### config.mk
export PLATFORM = sky130hd
export DESIGN_NAME = ibus_frame_decoder
export DESIGN_NICKNAME = d
export VERILOG_FILES = /design/src/sv/ibd_pkg.sv /design/src/sv/ibd_ctrl.sv /design/src/sv/ibd_datapath.sv /design/src/sv/ibus_frame_decoder.sv
export SDC_FILE = /design/constraint.sdc
export NUM_CORES = 1
export LEC_CHECK = 0
export CORE_MARGIN = 5
export CORE_UTILIZATION = 65
export CTS_BUF_LIST = sky130_fd_sc_hd__clkbuf_8
export DETAILED_ROUTE_END_ITERATION = 10
export DONT_BUFFER_PORTS = 1
export PLACE_DENSITY_LB_ADDON = 0.12
export SYNTH_ARGS = -nofsm -noshare
export SYNTH_HDL_FRONTEND = slang
export SYNTH_SLANG_ARGS = --single-unit
export TNS_END_PERCENT = 10
### constraint.sdc
create_clock -name clk -period 3 [get_ports clk]
set_input_delay 0.3 -clock clk [delete_from_list [all_inputs] [get_ports clk]]
set_output_delay 0.3 -clock clk [all_outputs]
set_load 0.02 [all_outputs]
### src/sv/ibd_pkg.sv
// ibd_pkg: constants, derived widths and controller/datapath interface types
// for the serial frame decoder. No dependencies.
`timescale 1ns / 1ps

package ibd_pkg;

  localparam int NUM_CHANNELS = 14;
  localparam int FRAME_BYTES  = 32;

  localparam int PAIRS_IN_FRAME = (FRAME_BYTES - 4) / 2;
  localparam int EMIT_COUNT = (PAIRS_IN_FRAME < NUM_CHANNELS) ? PAIRS_IN_FRAME : NUM_CHANNELS;

  localparam int BYTE_W     = 8;
  localparam int VALUE_W    = 16;
  localparam int CHAN_IDX_W = 4;
  localparam int POS_W      = $clog2(FRAME_BYTES);
  localparam int CH_W       = (EMIT_COUNT > 1) ? $clog2(EMIT_COUNT) : 1;

  localparam logic [BYTE_W-1:0]  HDR0     = 8'h20;
  localparam logic [BYTE_W-1:0]  HDR1     = 8'h40;
  localparam logic [VALUE_W-1:0] SUM_INIT = 16'hFFFF;

  // Controller to datapath
  typedef struct packed {
    logic sum_hdr0;    // first header byte seen: restart the sum
    logic hdr1_ok;     // second header byte seen: subtract it, start body count
    logic body;        // body byte: subtract, hold or store, advance position
    logic ck_lo;       // low checksum byte: hold it
    logic emit_start;  // good frame: point output at channel zero
    logic emit_adv;    // output transfer: step to next channel
  } ibd_cmd_t;

  // Datapath to controller
  typedef struct packed {
    logic is_hdr0;
    logic is_hdr1;
    logic body_end;    // current body byte is the last one before the checksum
    logic sum_ok;      // received checksum equals running sum
    logic emit_last;   // output is on the final channel
  } ibd_status_t;

endpackage

### src/sv/ibd_ctrl.sv
// ibd_ctrl: frame state machine of the decoder (hunt, header, body,
// checksum, drain). Depends on ibd_pkg.
`timescale 1ns / 1ps

module ibd_ctrl (
  input  logic                 clk,
  input  logic                 rst_n,
  input  logic                 in_valid,
  input  logic                 out_stall,
  input  ibd_pkg::ibd_status_t status,
  output ibd_pkg::ibd_cmd_t    cmd,
  output logic                 in_stall,
  output logic                 out_valid
);

  typedef enum logic [2:0] {
    ST_HUNT,
    ST_HDR,
    ST_BODY,
    ST_CK_LO,
    ST_CK_HI,
    ST_EMIT
  } state_t;

  state_t state_r, state_nxt;
  logic   out_valid_r, out_valid_nxt;
  logic   take;
  logic   give;

  assign in_stall  = out_valid_r;
  assign out_valid = out_valid_r;
  assign take      = in_valid && !out_valid_r;
  assign give      = out_valid_r && !out_stall;

  always_comb begin
    state_nxt     = state_r;
    out_valid_nxt = out_valid_r;
    cmd           = '0;
    unique case (state_r)
      ST_HUNT: begin
        if (take && status.is_hdr0) begin
          cmd.sum_hdr0 = 1'b1;
          state_nxt    = ST_HDR;
        end
      end
      ST_HDR: begin
        if (take) begin
          if (status.is_hdr1) begin
            cmd.hdr1_ok = 1'b1;
            state_nxt   = ST_BODY;
          end else if (status.is_hdr0) begin
            cmd.sum_hdr0 = 1'b1;
          end else begin
            state_nxt = ST_HUNT;
          end
        end
      end
      ST_BODY: begin
        if (take) begin
          cmd.body = 1'b1;
          if (status.body_end) begin
            state_nxt = ST_CK_LO;
          end
        end
      end
      ST_CK_LO: begin
        if (take) begin
          cmd.ck_lo = 1'b1;
          state_nxt = ST_CK_HI;
        end
      end
      ST_CK_HI: begin
        if (take) begin
          if (status.sum_ok) begin
            cmd.emit_start = 1'b1;
            out_valid_nxt  = 1'b1;
            state_nxt      = ST_EMIT;
          end else begin
            // bad checksum: drop the frame
            state_nxt = ST_HUNT;
          end
        end
      end
      ST_EMIT: begin
        if (give) begin
          cmd.emit_adv = 1'b1;
          if (status.emit_last) begin
            out_valid_nxt = 1'b0;
            state_nxt     = ST_HUNT;
          end
        end
      end
      default: begin
        state_nxt     = ST_HUNT;
        out_valid_nxt = 1'b0;
      end
    endcase
  end

  always_ff @(posedge clk) begin
    if (!rst_n) begin
      state_r     <= ST_HUNT;
      out_valid_r <= 1'b0;
    end else begin
      state_r     <= state_nxt;
      out_valid_r <= out_valid_nxt;
    end
  end

endmodule

### src/sv/ibd_datapath.sv
// ibd_datapath: running checksum, byte position, low-byte hold, channel
// store and output selection. Depends on ibd_pkg.
`timescale 1ns / 1ps

module ibd_datapath (
  input  logic                                 clk,
  input  logic                                 rst_n,
  input  logic [ibd_pkg::BYTE_W-1:0]           in_rx_byte,
  input  ibd_pkg::ibd_cmd_t                    cmd,
  output ibd_pkg::ibd_status_t                 status,
  output logic [ibd_pkg::CHAN_IDX_W-1:0]       out_channel_index,
  output logic [ibd_pkg::VALUE_W-1:0]          out_channel_value,
  output logic                                 out_last
);

  logic [ibd_pkg::VALUE_W-1:0] sum_r, sum_nxt;
  logic [ibd_pkg::POS_W-1:0]   pos_r, pos_nxt;
  logic [ibd_pkg::BYTE_W-1:0]  hold_r, hold_nxt;
  logic [ibd_pkg::CH_W-1:0]    emit_idx_r, emit_idx_nxt;
  logic [ibd_pkg::VALUE_W-1:0] store_r [ibd_pkg::EMIT_COUNT];

  logic [ibd_pkg::POS_W-1:0]   pos_m2;
  logic [ibd_pkg::POS_W-2:0]   ch;
  logic                        store_wr;

  assign pos_m2   = pos_r - ibd_pkg::POS_W'(2);
  assign ch       = pos_m2[ibd_pkg::POS_W-1:1];
  assign store_wr = cmd.body && pos_r[0] && (int'(ch) < ibd_pkg::EMIT_COUNT);

  assign status.is_hdr0   = (in_rx_byte == ibd_pkg::HDR0);
  assign status.is_hdr1   = (in_rx_byte == ibd_pkg::HDR1);
  assign status.body_end  = (pos_r == ibd_pkg::POS_W'(ibd_pkg::FRAME_BYTES - 3));
  assign status.sum_ok    = ({in_rx_byte, hold_r} == sum_r);
  assign status.emit_last = (emit_idx_r == ibd_pkg::CH_W'(ibd_pkg::EMIT_COUNT - 1));

  always_comb begin
    sum_nxt      = sum_r;
    pos_nxt      = pos_r;
    hold_nxt     = hold_r;
    emit_idx_nxt = emit_idx_r;
    if (cmd.sum_hdr0) begin
      sum_nxt = ibd_pkg::SUM_INIT - ibd_pkg::VALUE_W'(ibd_pkg::HDR0);
    end
    if (cmd.hdr1_ok) begin
      sum_nxt = sum_r - ibd_pkg::VALUE_W'(in_rx_byte);
      pos_nxt = ibd_pkg::POS_W'(2);
    end
    if (cmd.body) begin
      sum_nxt = sum_r - ibd_pkg::VALUE_W'(in_rx_byte);
      pos_nxt = pos_r + ibd_pkg::POS_W'(1);
      if (!pos_r[0]) begin
        hold_nxt = in_rx_byte;
      end
    end
    if (cmd.ck_lo) begin
      hold_nxt = in_rx_byte;
    end
    if (cmd.emit_start) begin
      emit_idx_nxt = '0;
    end
    if (cmd.emit_adv && !status.emit_last) begin
      emit_idx_nxt = emit_idx_r + ibd_pkg::CH_W'(1);
    end
  end

  always_ff @(posedge clk) begin
    if (!rst_n) begin
      sum_r      <= ibd_pkg::SUM_INIT;
      pos_r      <= '0;
      hold_r     <= '0;
      emit_idx_r <= '0;
    end else begin
      sum_r      <= sum_nxt;
      pos_r      <= pos_nxt;
      hold_r     <= hold_nxt;
      emit_idx_r <= emit_idx_nxt;
    end
  end

  // Channel store: no reset, every entry is written before it is drained
  always_ff @(posedge clk) begin
    if (store_wr) begin
      store_r[ch[ibd_pkg::CH_W-1:0]] <= {in_rx_byte, hold_r};
    end
  end

  assign out_channel_index = ibd_pkg::CHAN_IDX_W'(emit_idx_r);
  assign out_channel_value = store_r[emit_idx_r];
  assign out_last          = status.emit_last;

endmodule

### src/sv/ibus_frame_decoder.sv
// ibus_frame_decoder: top level of the serial frame decoder; joins the
// controller and the datapath. Depends on ibd_pkg, ibd_ctrl, ibd_datapath.
`timescale 1ns / 1ps
//
//   channel | direction | ports                                         | transfer
//   in      | input     | in_valid, in_stall, in_rx_byte                | valid && !stall
//   out     | output    | out_valid, out_stall, out_channel_index,      | valid && !stall
//           |           | out_channel_value, out_last                   |
//
// Bytes are taken one per cycle outside a drain. A frame whose checksum matches is then
// drained as EMIT_COUNT results, one per cycle; the single read of the
// channel store per cycle sets that pace, and in_stall stays high until the
// last channel is transferred. Output stalls stretch the drain cycle for cycle.
// Synchronous active-low reset returns to header hunting; no clearing pass.

module ibus_frame_decoder (
  input  logic                                 clk,
  input  logic                                 rst_n,
  input  logic                                 in_valid,
  output logic                                 in_stall,
  input  logic [ibd_pkg::BYTE_W-1:0]           in_rx_byte,
  output logic                                 out_valid,
  input  logic                                 out_stall,
  output logic [ibd_pkg::CHAN_IDX_W-1:0]       out_channel_index,
  output logic [ibd_pkg::VALUE_W-1:0]          out_channel_value,
  output logic                                 out_last
);

  ibd_pkg::ibd_cmd_t    cmd;
  ibd_pkg::ibd_status_t status;

  ibd_ctrl u_ctrl (
    .clk       (clk),
    .rst_n     (rst_n),
    .in_valid  (in_valid),
    .out_stall (out_stall),
    .status    (status),
    .cmd       (cmd),
    .in_stall  (in_stall),
    .out_valid (out_valid)
  );

  ibd_datapath u_dp (
    .clk               (clk),
    .rst_n             (rst_n),
    .in_rx_byte        (in_rx_byte),
    .cmd               (cmd),
    .status            (status),
    .out_channel_index (out_channel_index),
    .out_channel_value (out_channel_value),
    .out_last          (out_last)
  );

  // No byte is taken while a frame drains
  a_no_input_during_drain: assert property (@(posedge clk) disable iff (!rst_n)
    out_valid |-> in_stall)
    else $error("input accepted during drain");

  // A drain always starts at channel zero
  a_drain_starts_at_zero: assert property (@(posedge clk) disable iff (!rst_n)
    $rose(out_valid) |-> (out_channel_index == '0))
    else $error("drain did not start at channel zero");

  // Channels advance by one on each non-final transfer
  a_index_steps: assert property (@(posedge clk) disable iff (!rst_n)
    (out_valid && !out_stall && !out_last) |=>
      (out_valid && (out_channel_index == $past(out_channel_index) + 1'b1)))
    else $error("channel index did not step");

  // The drain ends right after the final channel is transferred
  a_drain_ends: assert property (@(posedge clk) disable iff (!rst_n)
    (out_valid && !out_stall && out_last) |=> !out_valid)
    else $error("output still valid after final channel");

endmodule
==> results.toml, run 1 <==
[status]
outcome = "finished, final reports clean"

[logic_synthesis]
netlist_area_mm2 = 0.0111
syn-num-nets = 683
yosysUniqueCellTypes = 65
synth-main-ff-cell = "edfxtp_1"
synthArstFlopShare_pct = 0
yosysWarnings = 0
synth_area_per_cell_um2 = 17.0
synth_edf_count = 224
ys_seq_area_share_pct = 68.0
synthCells = 652
synth.ff_latch_count = 265

[power_and_ir_drop]
p_int_mw = 5.62
ir_worst_vdd_mv = 0.321
p_leak_nw = 3.91
total_power_mw = 7.05
p_comb_share_pct = 2.6
swShare_pct = 20.3
p_sw_mw = 1.43
clkPwrFrac_pct = 40.7
power_density_mw_per_mm2 = 567
power_frac_seq_pct = 56.7

[critical_path]
critPathLaunchType = "register"
r2r-end = "u_dp.store_r[5][8]"
endpoint_kind = "primary output"
critPathArrivalTime_ns = 2.52
critical_path_class = "register to primary output"
r2r_slack_ns = 0.46
r2r_start = "u_dp.pos_r[1]"
r2r_cells = 9
crit_fanout = 22
required_ns = 2.70

[sta]
report.final.slew_viol_count = 0
final.setup.worst_slack_ns = 0.178
post-route-min-period_ns = 2.82
tns_ns = 0
skew_ns = 0.0140
setup_viol = 0
holdWs_ns = 0.0631
rsz0062_at_grt = "false"
worst_slew_pin_slew_ns = 0.746
slew_headroom_pct = 49.6
fmax_mhz = 354
post-route-period-util_pct = 94.1
hold_viol = 0

[cells_and_area]
final_cell_mix = "224 x edfxtp_1, 64 x mux4_2, 46 x nor2_1, 46 x clkbuf_8, 39 x dfxtp_1"
fin_area_mm2 = 0.0124
drive_gt1_share_pct = 23.7
areaGrowthSynthToFinish_pct = 12.0
fin_cells = 959
num_antenna_cells = 0
fin_util_pct = 74.5
final_nets = 739
final_common_cell = "edfxtp_1"

[drt]
drc = 0
firstDrtPassIters = 5
vias = 6146
via_per_inst = 6.41
wirelength_um = 24400
first_iter_violations = 461
wl_per_cell_um = 25.5
ant_nets = 0

[floorplanning]
dieArea_mm2 = 0.0198
initial_core_util_pct = 66.5
die_h_um = 141
rows = 47
coreArea_mm2 = 0.0167
pin_count = 35
die_x_um = 141

[global_route]
grt_max_degree = 49
grt_usage_pct = 25.6
antenna_found_initial = 4
grt_overflow_total = 0
grt_pass1_vias = 6173
grt_pass1_wl_um = 37300

[worst_hold_path]
holdPathEnd = "u_dp.sum_r[12]"
min_from = "rst_n"
hold-path-cell-count = 3
hold_path.class = "input port to register"

[placed_design]
place_ws_ns = 0.467
port_buffers = 0
dp_hpwl_um = 15700
dp.cells = 875
place_congestion = 0.911
dpl-instance-area_mm2 = 0.0115

[clocking]
post-cts-setup-buffers = 0
h-tree-depth = 2
cts_buffers = 41
clkLatencyLatePin_ns = 0.52
cts_root_buf = "clkbuf_8"
clk_path_buf_depth = 3
clkTransAtPathRegs_ns = 0.06
cts_tree = "done"
cts_sinks = 265

[flow_run]
drv_cap = 0
## registers in the layout (all words and copies together), names as in the netlist, named ones only
register                flops
u_dp.out_channel_index      4
u_dp.sum_r                 16
u_ctrl.in_stall             1
u_dp.hold_r                 8
u_dp.store_r              224
u_dp.pos_r                  5
u_ctrl.state_r              3
## cells by family after synthesis
kind of cell             Yosys count  synth area share, %
AO/OA/AOI/OAI                     80                 5.09
multiplexers                      83                 14.9
flip-flops                       265                 68.0
adder cells (fa/ha/maj)           19                 2.21
buffers and inverters             47                 1.78
AND/OR/NAND/NOR                  133                 6.13
XOR/XNOR                          25                 1.97
## repair_timing
action	in CTS	in global routing
hold endpoints to repair	129	0
endpoints found under the setup margin	0	0
gates resized for setup	0	0
hold buffers	10	0
## worst max-delay path by stage
| stage | cells after the start | slack [ns] | endpoint |
|---|---|---|---|
| 4_1_cts | 3 | 0.12 | out_channel_value[11] |
| 2_1_floorplan | 9 | 0.27 | u_dp.store_r[0][0] |
| 5_1_grt | 3 | 0.05 | out_channel_value[11] |
| 3_5_place_dp | 9 | 0.47 | u_dp.store_r[0][3] |
| 3_3_place_gp | 9 | 0.67 | u_dp.sum_r[10] |
| 6_report | 3 | 0.18 | out_channel_value[11] |
## cells in the mapped netlist (all sizes together), types with 12 or more instances
cell      n  area share [%]
buf      12            0.59
inv      17            0.57
ha       18             2.0
dfxtp    41             7.4
edfxtp  224              61
o21ai    17            0.77
nand2    28             1.0
a21oi    19            0.86
mux4     64              13
mux2     16             1.6
xnor2    24             1.9
clkbuf   17            0.59
nor2     46             1.6
## worst max-delay path: stages (launching register included)
cell and delay, ns:
dfxtp_4 0.58, buf_12 0.25, mux4_2 0.58, mux4_2 0.56
## power groups by stage
| stage | Combinational [mW] | Sequential (mW) | Clock, mW |
|---|---|---|---|
| 3_3_place_gp | 0.136 | 4.07 | 0 |
| 2_1_floorplan | 0.138 | 4.05 | 0 |
| 4_1_cts | 0.183 | 3.99 | 2.92 |
| 6_report | 0.186 | 3.99 | 2.87 |
| 3_5_place_dp | 0.140 | 4.07 | 0 |
| 5_1_grt | 0.199 | 3.99 | 3.13 |
## layout make-up
type                    instances  area, um^2
clock inverters                28         166
fillers                       993        4270
repair buffers                 42         378
inverters                      18        67.6
clock buffers                  46         633
multi-input cells             340        3360
well taps                     220         275
flip-flops and latches        265        7550
## metal layers
layer  track usage, %  wire length [um]
met1             33.5              9260
met2             42.1             12500
met3             6.03              1750
met4             9.94               919
met5                0                41
No activity file was read; power rests on OpenSTA's default activity.
==> run 2: changes to the inputs <==
Settings changed: CELL_PAD_IN_SITES_DETAIL_PLACEMENT from default to 1, CELL_PAD_IN_SITES_GLOBAL_PLACEMENT from default to 1, CORE_UTILIZATION 65 to 57.
==> run 2 against run 1 <==
Via count is 0.54% higher. Critical path depth unchanged. Utilization is 9.0 points lower. Hold slack worse by 0.026 ns. Sequential cell count stayed put. Register-to-register slack got worse by 0.30 ns. Wire length up 16%. Worst setup slack worse by 0.057 ns. Global-route usage is 0.79 points higher. Clock skew increased by 0.0050 ns. Cell count is 5.3% higher. Maximum frequency is 2.0% lower. Largest cell class unchanged.
==> results.toml, run 2 (synthesis gave the netlist of run 1 again) <==
[worst_hold_path]
min_from = "in_rx_byte[0]"
hold-path-cell-count = 2
hold_path.class = "input port to register"
holdPathEnd = "u_dp.sum_r[0]"

[status]
outcome = "finished, final reports clean"

[clocking]
cts_sinks = 265
cts_root_buf = "clkbuf_8"
h-tree-depth = 2
clkLatencyLatePin_ns = 0.54
cts_tree = "done"
clk_path_buf_depth = 3
clkTransAtPathRegs_ns = 0.07
cts_buffers = 43

[sta]
fmax_mhz = 347
post-route-min-period_ns = 2.88
report.final.slew_viol_count = 0
holdWs_ns = 0.0372
final.setup.worst_slack_ns = 0.120
worst_slew_pin_slew_ns = 0.964
post-route-period-util_pct = 96.0
hold_viol = 0
slew_headroom_pct = 35.6
skew_ns = 0.0191
setup_viol = 0

[critical_path]
crit_fanout = 20
r2r_slack_ns = 0.16
r2r_start = "u_dp.pos_r[2]"
required_ns = 2.70
endpoint_kind = "primary output"
critPathArrivalTime_ns = 2.58
r2r_cells = 9
critPathLaunchType = "register"
r2r-end = "u_dp.store_r[8][11]"
critical_path_class = "register to primary output"

[cells_and_area]
final_nets = 742
fillers = 1691
fin_area_mm2 = 0.0127
drive_gt1_share_pct = 25.6
fin_cells = 1010
areaGrowthSynthToFinish_pct = 13.9
largest_reg_flops = 224
final_common_cell = "edfxtp_1"
final_cell_mix = "224 x edfxtp_1, 64 x mux4_2, 50 x clkbuf_8, 44 x nor2_1, 39 x dfxtp_1"
num_antenna_cells = 0

[floorplanning]
die_h_um = 150
coreArea_mm2 = 0.0193
die_x_um = 150
rows = 51
pin_count = 35
dieArea_mm2 = 0.0224
initial_core_util_pct = 57.4

[drt]
wirelength_um = 28300
drc = 0
ant_nets = 0
via_per_inst = 6.12
firstDrtPassIters = 5
wl_per_cell_um = 28.1
vias = 6179
first_iter_violations = 604

[global_route]
grt_overflow_total = 0
antenna_found_initial = 0
use_met3_pct = 6.03
grt_usage_pct = 26.4
grt_pass1_vias = 6725
grt_max_degree = 37
grt.busiest_layer = "met2"
use_met1_pct = 31.6
grt_pass1_wl_um = 42800
met2_usage_pct = 46.4

[power_and_ir_drop]
ir_worst_vdd_mv = 0.525
power_density_mw_per_mm2 = 597
p_leak_nw = 3.96

[flow_run]
drv_cap = 0

[placed_design]
dp_hpwl_um = 18600
dp.cells = 921
place_congestion = 0.812
dpl-instance-area_mm2 = 0.0116
port_buffers = 0
place_ws_ns = 0.201
==> run 2: changes by cell type in the layout (fill, tap and decap cells not counted) <==
| cell | previous run | this run |
|---|---|---|
| bufinv_16 | 2 | 5 |
| clkinv_2 | 3 | 7 |
| clkbuf_8 | 46 | 50 |
| nor2_2 | 0 | 2 |
| clkinvlp_4 | 0 | 1 |
| nor2_1 | 46 | 44 |
| buf_4 | 29 | 30 |
| a22oi_2 | 0 | 1 |
| a22oi_1 | 3 | 2 |
| inv_1 | 30 | 23 |
==> run 2: report_power, final <==
| group | internal, mW | leakage (nW) | switching [mW] |
|---|---|---|---|
| logic | 0.0707 | 1.23 | 0.119 |
| clock network | 1.96 | 0.508 | 1.41 |
| registers | 3.97 | 2.22 | 0.0234 |
==> run 2: per-layer routing <==
| metal | wire length, um | vias to the layer above |
|---|---|---|
| met2 | 14900 | 216 |
| met3 | 1730 | 62 |
| li1 | - | 2710 |
| met1 | 10600 | 3191 |
| met5 | 0 | - |
| met4 | 1140 | 0 |
==> run 2: stage by stage <==
| step | util (%) | power (mW) | TNS, ns |
|---|---|---|---|
| CTS | 65.4 | 7.62 | 0 |
| detailed placement | 60.0 | 4.21 | 0 |
| global placement | 60.0 | 4.21 | 0 |
| global route | 65.5 | 7.86 | -0.00270 |
| finish | 65.5 | 7.56 | 0 |
| floorplan | - | 4.19 | 0 |
==> run 2: area by class of cell <==
type,count,area [um^2],share of cell area (%)
Timing Repair Buffer,43,385,3.05
Sequential cell,265,7550,59.7
Clock inverter,29,258,2.04
Multi-Input combinational cell,340,3370,26.6
Inverter,18,67.6,0.534
Tap cell,265,332,2.62
Clock buffer,50,688,5.44
==> run 2: worst max path at each step <==
stage,to,slack [ns]
floorplan,u_dp.store_r[0][0],0.27
global placement,u_dp.store_r[0][11],0.53
detailed placement,u_dp.store_r[1][12],0.20
CTS,u_dp.store_r[8][11],0.03
global route,u_dp.store_r[8][11],-0.001
finish,out_channel_value[0],0.12
==> run 2: worst max-delay path: stages (launching register included) <==
cell and delay [ns]:
dfxtp_4 0.60, buf_12 0.25, mux4_2 0.58, mux4_2 0.58
==> run 2: what timing repair did <==
action	in CTS	in global routing
buffers inserted	0	0
endpoints found under the setup margin	0	180
endpoints found under the hold margin	129	0
hold buffers	10	0
resized for setup	0	1
